==> src/design/scfr_pkg.sv <==
// shared types and constants for the serial command frame receiver
// no dependencies; imported by every module of the block
package scfr_pkg;

  localparam int unsigned MAX_PAYLOAD = 248;

  localparam logic [7:0] CH_START = 8'h24;  // '$'
  localparam logic [7:0] CH_A     = 8'h41;  // 'A'
  localparam logic [7:0] CH_Z     = 8'h5A;  // 'Z'

  localparam logic [15:0] SUM_MOD = 16'hFFFF;

  localparam logic [7:0]  DEVICE_ADDRESS_RST = 8'h31;   // '1'
  localparam logic [15:0] BYPASS_CODE_RST    = 16'hAA55;

  // configuration register indexes
  localparam logic CFG_DEVICE_ADDRESS = 1'b0;
  localparam logic CFG_BYPASS_CODE    = 1'b1;

  // event codes
  localparam logic [2:0] EV_NONE = 3'd0;
  localparam logic [2:0] EV_BYTE = 3'd1;
  localparam logic [2:0] EV_OK   = 3'd2;
  localparam logic [2:0] EV_FMT  = 3'd3;
  localparam logic [2:0] EV_CSUM = 3'd4;

  typedef enum logic [2:0] {
    PH_HUNT = 3'd0,
    PH_FUNC = 3'd1,
    PH_ADDR = 3'd2,
    PH_LEN  = 3'd3,
    PH_DATA = 3'd4,
    PH_CSUM = 3'd5,
    PH_TAIL = 3'd6
  } phase_t;

  typedef struct packed {
    logic [2:0]  event_res;
    logic [7:0]  payload_byte;
    logic [7:0]  payload_index;
    logic [7:0]  function_code;
    logic [7:0]  payload_length;
    logic [15:0] received_checksum;
    logic [15:0] computed_sum;
  } res_t;

endpackage

==> src/design/scfr_parse.sv <==
// frame parser: per-byte state update and result item
// depends on scfr_pkg
module scfr_parse
  import scfr_pkg::*;
(
  input  logic        clk,
  input  logic        rst,
  input  logic        take,
  input  logic [7:0]  rx_byte,
  input  logic [7:0]  device_address,
  input  logic [15:0] bypass_code,
  output res_t        res
);

  phase_t      phase, phase_next;
  logic [7:0]  bytes_left, bytes_left_next;
  logic [8:0]  frame_bytes, frame_bytes_next;
  logic [7:0]  stored_function, stored_function_next;
  logic [7:0]  stored_length, stored_length_next;
  logic [15:0] data_sum, data_sum_next;
  logic [15:0] rx_checksum, rx_checksum_next;

  logic [8:0]  frame_inc;
  logic [16:0] sum_wide;

  assign frame_inc = frame_bytes + 9'd1;
  assign sum_wide  = {1'b0, data_sum} + {9'd0, rx_byte};

  always_ff @(posedge clk) begin
    if (rst) begin
      phase           <= PH_HUNT;
      bytes_left      <= '0;
      frame_bytes     <= '0;
      stored_function <= '0;
      stored_length   <= '0;
      data_sum        <= '0;
      rx_checksum     <= '0;
    end else if (take) begin
      phase           <= phase_next;
      bytes_left      <= bytes_left_next;
      frame_bytes     <= frame_bytes_next;
      stored_function <= stored_function_next;
      stored_length   <= stored_length_next;
      data_sum        <= data_sum_next;
      rx_checksum     <= rx_checksum_next;
    end
  end

  always_comb begin
    phase_next           = phase;
    bytes_left_next      = bytes_left;
    frame_bytes_next     = frame_bytes;
    stored_function_next = stored_function;
    stored_length_next   = stored_length;
    data_sum_next        = data_sum;
    rx_checksum_next     = rx_checksum;
    res.event_res        = EV_NONE;
    res.payload_byte     = '0;
    res.payload_index    = '0;

    if (phase == PH_HUNT) begin
      if (rx_byte == CH_START) begin
        phase_next           = PH_FUNC;
        frame_bytes_next     = 9'd1;
        stored_function_next = '0;
        stored_length_next   = '0;
        data_sum_next        = '0;
        rx_checksum_next     = '0;
      end
    end else begin
      frame_bytes_next = frame_inc;
      if (frame_inc > 9'(MAX_PAYLOAD)) begin
        // frame too long, whatever the phase
        res.event_res    = EV_FMT;
        phase_next       = PH_HUNT;
        bytes_left_next  = '0;
        frame_bytes_next = '0;
      end else begin
        case (phase)
          PH_FUNC: begin
            if (rx_byte inside {[CH_A:CH_Z]}) begin
              stored_function_next = rx_byte;
              phase_next           = PH_ADDR;
            end else begin
              res.event_res    = EV_FMT;
              phase_next       = PH_HUNT;
              bytes_left_next  = '0;
              frame_bytes_next = '0;
            end
          end
          PH_ADDR: begin
            if (rx_byte == device_address) begin
              phase_next = PH_LEN;
            end else begin
              res.event_res    = EV_FMT;
              phase_next       = PH_HUNT;
              bytes_left_next  = '0;
              frame_bytes_next = '0;
            end
          end
          PH_LEN: begin
            if (rx_byte > 8'(MAX_PAYLOAD)) begin
              res.event_res    = EV_FMT;
              phase_next       = PH_HUNT;
              bytes_left_next  = '0;
              frame_bytes_next = '0;
            end else begin
              stored_length_next = rx_byte;
              if (rx_byte == 8'd0) begin
                phase_next      = PH_CSUM;
                bytes_left_next = 8'd2;
              end else begin
                phase_next      = PH_DATA;
                bytes_left_next = rx_byte;
              end
            end
          end
          PH_DATA: begin
            res.event_res     = EV_BYTE;
            res.payload_byte  = rx_byte;
            res.payload_index = stored_length - bytes_left;
            // running sum modulo 65535, one conditional subtract
            if (sum_wide >= {1'b0, SUM_MOD}) begin
              data_sum_next = 16'(sum_wide - {1'b0, SUM_MOD});
            end else begin
              data_sum_next = sum_wide[15:0];
            end
            if (bytes_left == 8'd1) begin
              phase_next      = PH_CSUM;
              bytes_left_next = 8'd2;
            end else begin
              bytes_left_next = bytes_left - 8'd1;
            end
          end
          PH_CSUM: begin
            if (bytes_left == 8'd2) begin
              rx_checksum_next = {rx_checksum[15:8], rx_byte};
              bytes_left_next  = 8'd1;
            end else begin
              rx_checksum_next = {rx_byte, rx_checksum[7:0]};
              phase_next       = PH_TAIL;
              bytes_left_next  = 8'd2;
            end
          end
          PH_TAIL: begin
            if (bytes_left == 8'd2) begin
              bytes_left_next = 8'd1;
            end else begin
              if (rx_checksum == bypass_code || rx_checksum == data_sum) begin
                res.event_res = EV_OK;
              end else begin
                res.event_res = EV_CSUM;
              end
              phase_next       = PH_HUNT;
              bytes_left_next  = '0;
              frame_bytes_next = '0;
            end
          end
          default: begin
            phase_next       = PH_HUNT;
            bytes_left_next  = '0;
            frame_bytes_next = '0;
          end
        endcase
      end
    end

    res.function_code     = stored_function_next;
    res.payload_length    = stored_length_next;
    res.received_checksum = rx_checksum_next;
    res.computed_sum      = data_sum_next;
  end

  // hunting means no frame is open
  a_hunt_clear: assert property (@(posedge clk) disable iff (rst)
    phase == PH_HUNT |-> frame_bytes == 9'd0 && bytes_left == 8'd0)
    else $error("frame counters not cleared while hunting");

  // an open frame never exceeds the byte limit
  a_frame_bound: assert property (@(posedge clk) disable iff (rst)
    phase != PH_HUNT |-> frame_bytes != 9'd0 && frame_bytes <= 9'(MAX_PAYLOAD))
    else $error("frame byte count out of range");

  // checksum and tail phases count two bytes
  a_csum_count: assert property (@(posedge clk) disable iff (rst)
    (phase == PH_CSUM || phase == PH_TAIL) |-> (bytes_left == 8'd1 || bytes_left == 8'd2))
    else $error("bad byte count in checksum or tail phase");

  // sum stays reduced modulo 65535
  a_sum_reduced: assert property (@(posedge clk) disable iff (rst)
    take && phase == PH_DATA |=> data_sum != SUM_MOD)
    else $error("payload sum not reduced");

endmodule

==> src/design/scfr_outq.sv <==
// result register with a one-entry skid stage
// depends on scfr_pkg
module scfr_outq
  import scfr_pkg::*;
(
  input  logic clk,
  input  logic rst,
  input  logic push,
  input  res_t res_in,
  output logic full,
  output logic result_valid,
  input  logic result_stall,
  output res_t res_out
);

  logic main_valid;
  logic skid_valid;
  res_t main_res;
  res_t skid_res;
  logic pop;

  assign pop          = main_valid && !result_stall;
  assign full         = skid_valid;
  assign result_valid = main_valid;
  assign res_out      = main_res;

  always_ff @(posedge clk) begin
    if (rst) begin
      main_valid <= 1'b0;
      skid_valid <= 1'b0;
    end else if (skid_valid) begin
      if (pop) begin
        skid_valid <= 1'b0;
      end
    end else if (push) begin
      if (main_valid && !pop) begin
        skid_valid <= 1'b1;
      end else begin
        main_valid <= 1'b1;
      end
    end else if (pop) begin
      main_valid <= 1'b0;
    end
  end

  always_ff @(posedge clk) begin
    if (skid_valid) begin
      if (pop) begin
        main_res <= skid_res;
      end
    end else if (push) begin
      if (main_valid && !pop) begin
        skid_res <= res_in;
      end else begin
        main_res <= res_in;
      end
    end
  end

  a_skid_behind_main: assert property (@(posedge clk) disable iff (rst)
    skid_valid |-> main_valid)
    else $error("skid stage holds an item while result register is empty");

  a_no_push_when_full: assert property (@(posedge clk) disable iff (rst)
    skid_valid |-> !push)
    else $error("item pushed into a full result queue");

  a_skid_moves_up: assert property (@(posedge clk) disable iff (rst)
    skid_valid && pop |=> main_valid && !skid_valid)
    else $error("skid item not moved into result register");

endmodule

==> src/design/serial_command_frame_receiver.sv <==
// serial command frame receiver, top level
// result: each accepted byte's item goes into the result register or, behind it, the skid entry
// throughput: one byte per cycle while byte_stall is low; the frame state update is one short
//   combinational step between the parser registers and the result register
// reset: parser hunts for '$', frame fields zero, address '1', bypass code 0xaa55
// depends on scfr_pkg, scfr_parse, scfr_outq
module serial_command_frame_receiver
  import scfr_pkg::*;
(
  input  logic        clk,
  input  logic        rst,
  // configuration write port
  input  logic        cfg_write,
  input  logic        cfg_index,
  input  logic [15:0] cfg_data,
  // received bytes
  input  logic        byte_valid,
  output logic        byte_stall,
  input  logic [7:0]  rx_byte,
  // result items
  output logic        result_valid,
  input  logic        result_stall,
  output logic [2:0]  event_res,
  output logic [7:0]  payload_byte,
  output logic [7:0]  payload_index,
  output logic [7:0]  function_code,
  output logic [7:0]  payload_length,
  output logic [15:0] received_checksum,
  output logic [15:0] computed_sum
);

  logic [7:0]  device_address;
  logic [15:0] bypass_code;
  logic        take;
  logic        full;
  res_t        res_new;
  res_t        res_held;

  // configuration registers; the user must write them only while the block is idle, the block does not enforce it
  always_ff @(posedge clk) begin
    if (rst) begin
      device_address <= DEVICE_ADDRESS_RST;
      bypass_code    <= BYPASS_CODE_RST;
    end else if (cfg_write) begin
      case (cfg_index)
        CFG_DEVICE_ADDRESS: device_address <= cfg_data[7:0];
        CFG_BYPASS_CODE:    bypass_code    <= cfg_data;
        default: ;
      endcase
    end
  end

  // stall only when the skid stage is occupied, so one more byte is still taken
  // while a finished result waits in the result register
  assign byte_stall = full;
  assign take       = byte_valid && !byte_stall;

  // frame parser: every accepted byte yields exactly one result item
  scfr_parse u_parse (
    .clk            (clk),
    .rst            (rst),
    .take           (take),
    .rx_byte        (rx_byte),
    .device_address (device_address),
    .bypass_code    (bypass_code),
    .res            (res_new)
  );

  // result register plus skid entry
  scfr_outq u_outq (
    .clk          (clk),
    .rst          (rst),
    .push         (take),
    .res_in       (res_new),
    .full         (full),
    .result_valid (result_valid),
    .result_stall (result_stall),
    .res_out      (res_held)
  );

  assign event_res         = res_held.event_res;
  assign payload_byte      = res_held.payload_byte;
  assign payload_index     = res_held.payload_index;
  assign function_code     = res_held.function_code;
  assign payload_length    = res_held.payload_length;
  assign received_checksum = res_held.received_checksum;
  assign computed_sum      = res_held.computed_sum;

endmodule

==> config.mk <==
export PLATFORM = sky130hd
export DESIGN_NAME = serial_command_frame_receiver
export DESIGN_NICKNAME = d
export VERILOG_FILES = /design/src/design/scfr_pkg.sv /design/src/design/scfr_parse.sv /design/src/design/scfr_outq.sv /design/src/design/serial_command_frame_receiver.sv
export SDC_FILE = /design/constraint.sdc
export NUM_CORES = 1
export LEC_CHECK = 0
export BUFFER_PORTS_ARGS = -buffer_cell sky130_fd_sc_hd__buf_2
export CAP_MARGIN = 25
export CELL_PAD_IN_SITES_DETAIL_PLACEMENT = 0
export CELL_PAD_IN_SITES_GLOBAL_PLACEMENT = 2
export CORE_MARGIN = 8
export CORE_UTILIZATION = 39
export DETAILED_ROUTE_END_ITERATION = 8
export PLACE_DENSITY_LB_ADDON = 0.2
export SLEW_MARGIN = 10
export SYNTH_ARGS = -nofsm -noshare
export SYNTH_HDL_FRONTEND = slang
export SYNTH_SLANG_ARGS = --single-unit
==> constraint.sdc <==
create_clock -name clk -period 5.8 [get_ports clk]
set_input_delay 0.29 -clock clk [delete_from_list [all_inputs] [get_ports clk]]
set_output_delay 0.29 -clock clk [all_outputs]
set_load 0.01 [all_outputs]
; ---- Word level (Yosys, flattened, before mapping)
; Index checks and enable logic that the tools add are counted.
[word_totals]
ff_bits = 228
latch_bits = 0
ram_bits = 0
rom_bits = 0
output_inout_bits = 69
word_cells = 149
mem_count = 0
[op_classes]
addsub = 5
mul = 0
div = 0
order_cmp = 5
eq_ne = 21
shift = 0
n_mux = 69
n_bitwise = 3
n_reduce_logical = 21
[ops]
columns = operator, n
row1 = $mux 67, 4
row2 = $mux 16, 12
row3 = $mux 8, 16
row4 = $mux 9, 7
row5 = $pmux 8 s6, 1
row6 = $pmux 9 s5, 1
row7 = $eq 16x16->1, 2
row8 = $mux 3, 10
row9 = $mux 19, 1
row10 = $pmux 3 s6, 1
row11 = $add 16x8->17, 1
row12 = $ge 17x16->1 const B, 1
row13 = $sub 16x16->16 const B, 1
row14 = $pmux 3 s5, 1
row15 = $mux 2, 6
row16 = $add 9x1->9 const B, 1
row17 = $eq 3x3->1 const B, 3
row18 = $gt 9x8->1 const B, 1
row19 = $mux 1, 9
row20 = $reduce_and 3->1, 3
row21 = $eq 8x1->1 const B, 1
row22 = $eq 8x2->1 const B, 1
row23 = $eq 8x6->1 const B, 1
row24 = $eq 8x8->1, 1
row25 = other kinds (23), 38

; ---- Longest topological paths before layout
[logic_depth]
depth_word = 10
mapped_depth = 12
ltp_nobuf = 11

; ---- Cells and area by module
; From an unflattened synthesis, not the netlist that was laid out.
[unflattened]
cells_unflattened = 1075
area_unflattened_um2 = 12014.0
[modules_own_cells]
columns = mod, n_inst, cells_each, area_each_um2, seq_area_each_um2
row1 = scfr_parse, 1, 755, 5736.8, 1361.3
row2 = scfr_outq, 1, 221, 5280.1, 4063.9
row3 = serial_command_frame_receiver, 1, 99, 997.2, 480.5

; ---- Worst setup path after synthesis
; Ideal clock, no wire load.
[synth_path]
path_kind = reg2reg
startpoint = reg u_outq.skid_valid (netlist: u_outq.full)
endpoint = reg u_outq.main_res (netlist bit u_outq.res_out[0]) (enable)
t_arrival_ns = 4.394
slack_ns = 0.892
stages_incl_launch_ff = 5
path_cell_list = dfxtp_1 > clkbuf_1 > clkbuf_1 > a21oi_1 > a21oi_1
[synth_between]
elab_chain_cells = 4
elab_cells_between_ends = 6
[synth_rtl]
columns = element, line_no
row1 = from (decl), scfr_outq.sv:17  ; logic skid_valid;
row2 = from (signal assigned), scfr_outq.sv:30  ; skid_valid <= 1'b0;
row3 = from (signal assigned), scfr_outq.sv:33  ; skid_valid <= 1'b0;
row4 = from (signal assigned), scfr_outq.sv:37  ; skid_valid <= 1'b1;
row5 = $logic_not 1->1, serial_command_frame_receiver.sv:56  ; assign take = byte_valid && !byte_stall;
row6 = $logic_and 1x1->1, serial_command_frame_receiver.sv:56
row7 = $reduce_bool 2->1 (no line), --
row8 = $reduce_and 3->1 (no line) *, --
row9 = to (signal assigned), scfr_outq.sv:49  ; main_res <= skid_res;
row10 = to (signal assigned), scfr_outq.sv:55  ; main_res <= res_in;
row11 = to (decl), scfr_outq.sv:18  ; res_t main_res;
; Every way passes the cells marked *; elsewhere a longest branch is shown, timed or not.
; A chain may end at the register's enable or synchronous reset.

; ---- Worst setup path in the final report
[layout_path]
startpoint = reg u_parse.data_sum[4]
endpoint = reg u_outq.main_res (netlist bit u_outq.res_out[8]), data pin
[layout_between]
elab_chain_cells = 9
elab_cells_between_ends = 10
[layout_rtl]
columns = element, line_no
row1 = from (decl), scfr_parse.sv:20  ; logic [15:0] data_sum, data_sum_next;
row2 = from (signal assigned), scfr_parse.sv:44  ; data_sum <= data_sum_next;
row3 = $add 16x8->17 *, scfr_parse.sv:27  ; assign sum_wide = {1'b0, data_sum} + {9'd0, rx_byte};
row4 = $sub 16x16->16 / $ge 17x16->1 (equally long branches), "scfr_parse.sv:124, scfr_parse.sv:123"
row5 = $mux 16 *, scfr_parse.sv:123  ; if (sum_wide >= {1'b0, SUM_MOD}) begin
row6 = $mux 16 *, scfr_parse.sv:79  ; case (phase)
row7 = $mux 16 *, scfr_parse.sv:72  ; if (frame_inc > 9'(MAX_PAYLOAD)) begin
row8 = $mux 16 *, scfr_parse.sv:61  ; if (phase == PH_HUNT) begin
row9 = $mux 67 *, scfr_outq.sv:52  ; if (main_valid && !pop) begin
row10 = $mux 67 *, scfr_outq.sv:51  ; end else if (push) begin
row11 = $mux 67 *, scfr_outq.sv:47  ; if (skid_valid) begin
; Every way passes the cells marked *; elsewhere a longest branch is shown, timed or not. The select of a mux whose other input is x is not followed.

==> flow_metrics.py <==
metrics = {
    "cells_and_area": {
        "layout-drive-gt1-share": 0.172,
        "num_antenna_cells": 0,
        "final_nets": 1320,
        "area_growth_pct": 15.5,
    },
    "timing": {
        "final_max_slew_viol_count": 0,
        "tns_ns": 0,
        "setup_viol": 0,
        "finalClockSkew_ns": 0.0181,
        "slew-limit-headroom": 0.318,
        "fin_crit_sh": 0.665,
        "max_clock_freq_ghz": 0.259,
        "grt_setup_unrepaired": "no",
        "hold_viol_final": 0,
        "fin_crit_ns": 3.86,
        "tightestPinTransition_ns": 1.02,
    },
    "floorplanning": {
        "io_pins": 99,
        "fp.dieW_microns": 190,
        "rows": 63,
        "core-area_sq_mm": 0.0297,
        "fp.dieArea_sq_mm": 0.0361,
        "start_util": 0.398,
        "die_height_microns": 190,
    },
    "worst_hold_path": {
        "hold_start": "result_stall",
        "whs_path_depth": 3,
        "hold_path_class": "input pin to flip-flop",
        "hold_end": "u_outq.full$_SDFF_PP0_",
    },
    "critical_path": {
        "critPathSlowestCell": "nor4_1",
        "crit_chain": "ha_1 > a21oi_1 > a21boi_0 > mux2i_1 > nand3b_1 > nor4_1 > nand2b_1 > o21bai_1 > a31oi_1",
        "worstSetupPathType": "flip-flop to flip-flop",
        "max_stage_delay_ns": 0.79,
        "worst_r2r_path_depth": 9,
        "cp-start-kind": "flip-flop",
        "crit_required_ns": 6.04,
        "reg2reg_slack_ns": 1.94,
        "timing.rr.end": "u_outq.res_out[8]$_DFFE_PP_",
        "crit_arrival_ns": 4.10,
        "path_max_fanout": 7,
        "critPathCaptureType": "flip-flop",
        "worstReg2RegStart": "u_parse.data_sum[4]$_SDFFE_PP0P_",
    },
    "routing": {
        "vias_per_cell": 5.60,
        "drt_pass1_iterations": 5,
        "drt_iter0_markers": 632,
        "ant_nets": 0,
        "vias": 9384,
        "routed_wl_microns": 36000,
        "met3_length_microns": 2170,
        "wl_met2_microns": 16000,
        "drt-met1-wl_microns": 17500,
        "detail_route.wl_per_cell_microns": 21.5,
        "drc": 0,
        "top_layer": "met4",
    },
    "clock_tree": {
        "clockBufferDepth": 3,
        "numCtsBuffers": 26,
        "insertion_delay_ns": 0.54,
        "cts_tree": "built",
        "htree_levels": 1,
        "cts_sinks": 228,
        "cts_setup_buffers": 0,
        "cts.clk_slew.worst_paths_ns": 0.06,
        "ctsResizeCount": 0,
        "ctsRootBufferMaster": "clkbuf_16",
        "holdBufCountCts": 16,
    },
    "yosys": {
        "ys_warn_count": 0,
        "ys_types": 94,
        "synth_cells": 1181,
        "synthDominantCellAreaShare": 0.340,
        "ys_ff_latch": 228,
        "ys_seq_area_frac": 0.499,
        "synth_edf_count": 134,
        "syn_area_sq_mm": 0.0118,
        "synthesis.nets": 1234,
        "synth.top_cells.by_area": "edfxtp_1, dfxtp_1, nand2_1",
        "yosys_most_used_dff": "edfxtp_1",
        "async_flop_share": 0,
        "avgSynthCellArea_sq_um": 10.0,
        "synth_area_leader_cell": "edfxtp_1",
    },
    "run_status": {
        "status": "complete, no violations",
    },
    "grt": {
        "grt_pass1_wl_microns": 55600,
        "track_usage": 0.195,
        "grt_antenna_before_repair": 0,
        "gr-total-overflow": 0,
        "first_global_vias": 9082,
        "grt_max_degree": 68,
    },
    "pwr": {
        "power.density_mw_per_mm2": 273,
        "total_leakage_power_nw": 5.18,
        "finalPower_mw": 3.72,
        "max-vdd-ir-drop_uv": 188,
    },
    "place": {
        "portBuffers": 98,
        "place_congestion": 0.821,
        "place_hpwl_microns": 25000,
    },
    "run": {
        "cap_viol_max_count": 0,
    },
}
-- cells in the mapped netlist, types with 7 or more instances --
| master | n |
|---|---|
| edfxtp_1 | 134 |
| inv_1 | 42 |
| a22oi_1 | 20 |
| or3_1 | 10 |
| o31ai_1 | 18 |
| clkbuf_1 | 55 |
| nor3_1 | 28 |
| nand2_1 | 147 |
| buf_4 | 7 |
| a21oi_1 | 67 |
| a22o_1 | 41 |
| o21ai_1 | 8 |
| ha_1 | 21 |
| and2_1 | 13 |
| nand3_1 | 48 |
| and3_1 | 7 |
| nor4_1 | 19 |
| xor2_1 | 36 |
| a21o_1 | 7 |
| nor2_1 | 66 |
| xnor2_1 | 30 |
| nand4_1 | 9 |
| o21ai_0 | 58 |
| dfxtp_1 | 94 |
| nor2b_1 | 15 |
| nand2b_1 | 11 |
| mux2_2 | 36 |
-- state kept, by name, summed over array words and instances (netlist names), 9 cells and up --
signal               flops
u_parse.rx_checksum     16
u_parse.frame_bytes      9
bypass_code             16
u_outq.skid_res         67
u_outq.res_out          67
u_parse.data_sum        16
-- cell families after synthesis --
| kind of cell | after synthesis | synth area share |
|---|---|---|
| xor gates and xnor gates | 66 | 0.0489 |
| buffers and inverters | 116 | 0.0411 |
| adders and majority gates | 23 | 0.0256 |
| DFF | 228 | 0.499 |
| muxes | 40 | 0.0381 |
| AOI/OAI and AO/OA | 301 | 0.180 |
| and+or+nand+nor | 407 | 0.167 |
-- metrics by stage --
step | instances | utilization | area [sq um] | hold slack, ns | setup slack [ns]
2_1_floorplan | 1181 | - | 11800 | 0.414 | 0.892
3_5_place_dp | 1613 | 0.425 | 12600 | 0.435 | 1.81
3_3_place_gp | 1612 | 0.424 | 12600 | 0.428 | 1.70
6_report | 1677 | 0.459 | 13700 | 0.0862 | 1.94
4_1_cts | 1677 | 0.459 | 13700 | 0.0696 | 1.97
5_1_grt | 1677 | 0.459 | 13700 | 0.0818 | 1.67
-- cell usage in the layout, fill, tap and decap left out, drive strengths merged, types with 15 or more instances in the layout --
master,instances
a21oi,68
nor3,30
dlygate4sd3,16
and2,15
ha,21
nand3,48
mux2,37
a22oi,20
buf,115
inv,42
nor4,19
nor2,67
xor2,36
nor2b,15
o21ai,67
o31ai,18
nand2,147
xnor2,30
dfxtp,94
clkbuf,31
edfxtp,134
a22o,41
-- metal layers --
metal  GRT usage  vias up
met5           0        -
met4      0.0361        0
met3      0.0297       29
met2       0.304      274
met1       0.283     4555
li1            -     4526
-- worst max-delay path: cells and delay by family (launching register included) --
family / cells / cell delay (ns)
adders and majority gates: 1 / 0.38
AOI/OAI and AO/OA: 4 / 1.05
and+or+nand+nor: 3 / 1.30
DFF: 1 / 0.46
muxes: 1 / 0.37
-- final cells by class --
cell class	instances	area, sq um
Timing Repair Buffer	131	778
Clock inverter	17	175
Fill cell	2870	16100
Inverter	43	161
Tap cell	390	488
Sequential cell	228	5910
Clock buffer	31	699
Multi-Input combinational cell	837	5450
-- worst max-delay path by stage --
stage / cells past startpoint / end / startpoint
3_3_place_gp: 12 / u_outq.res_out[15]$_DFFE_PP_ / rx_byte[0]
3_5_place_dp: 10 / u_outq.res_out[8]$_DFFE_PP_ / rx_byte[2]
4_1_cts: 9 / u_outq.res_out[5]$_DFFE_PP_ / u_parse.frame_bytes[0]$_SDFFE_PP0P_
2_1_floorplan: 4 / u_outq.res_out[0]$_DFFE_PP_ / u_outq.full$_SDFF_PP0_
5_1_grt: 9 / u_outq.res_out[24]$_DFFE_PP_ / u_parse.frame_bytes[0]$_SDFFE_PP0P_
6_report: 9 / u_outq.res_out[8]$_DFFE_PP_ / u_parse.data_sum[4]$_SDFFE_PP0P_
-- where the power goes --
part           internal, mW  total [mW]  leakage (nW)  switching, mW
clock network         0.993        1.67         0.420          0.682
registers              1.77        1.79          2.04         0.0223
logic                0.0850       0.254          2.72          0.169
No activity file was read; power rests on OpenSTA's default activity.
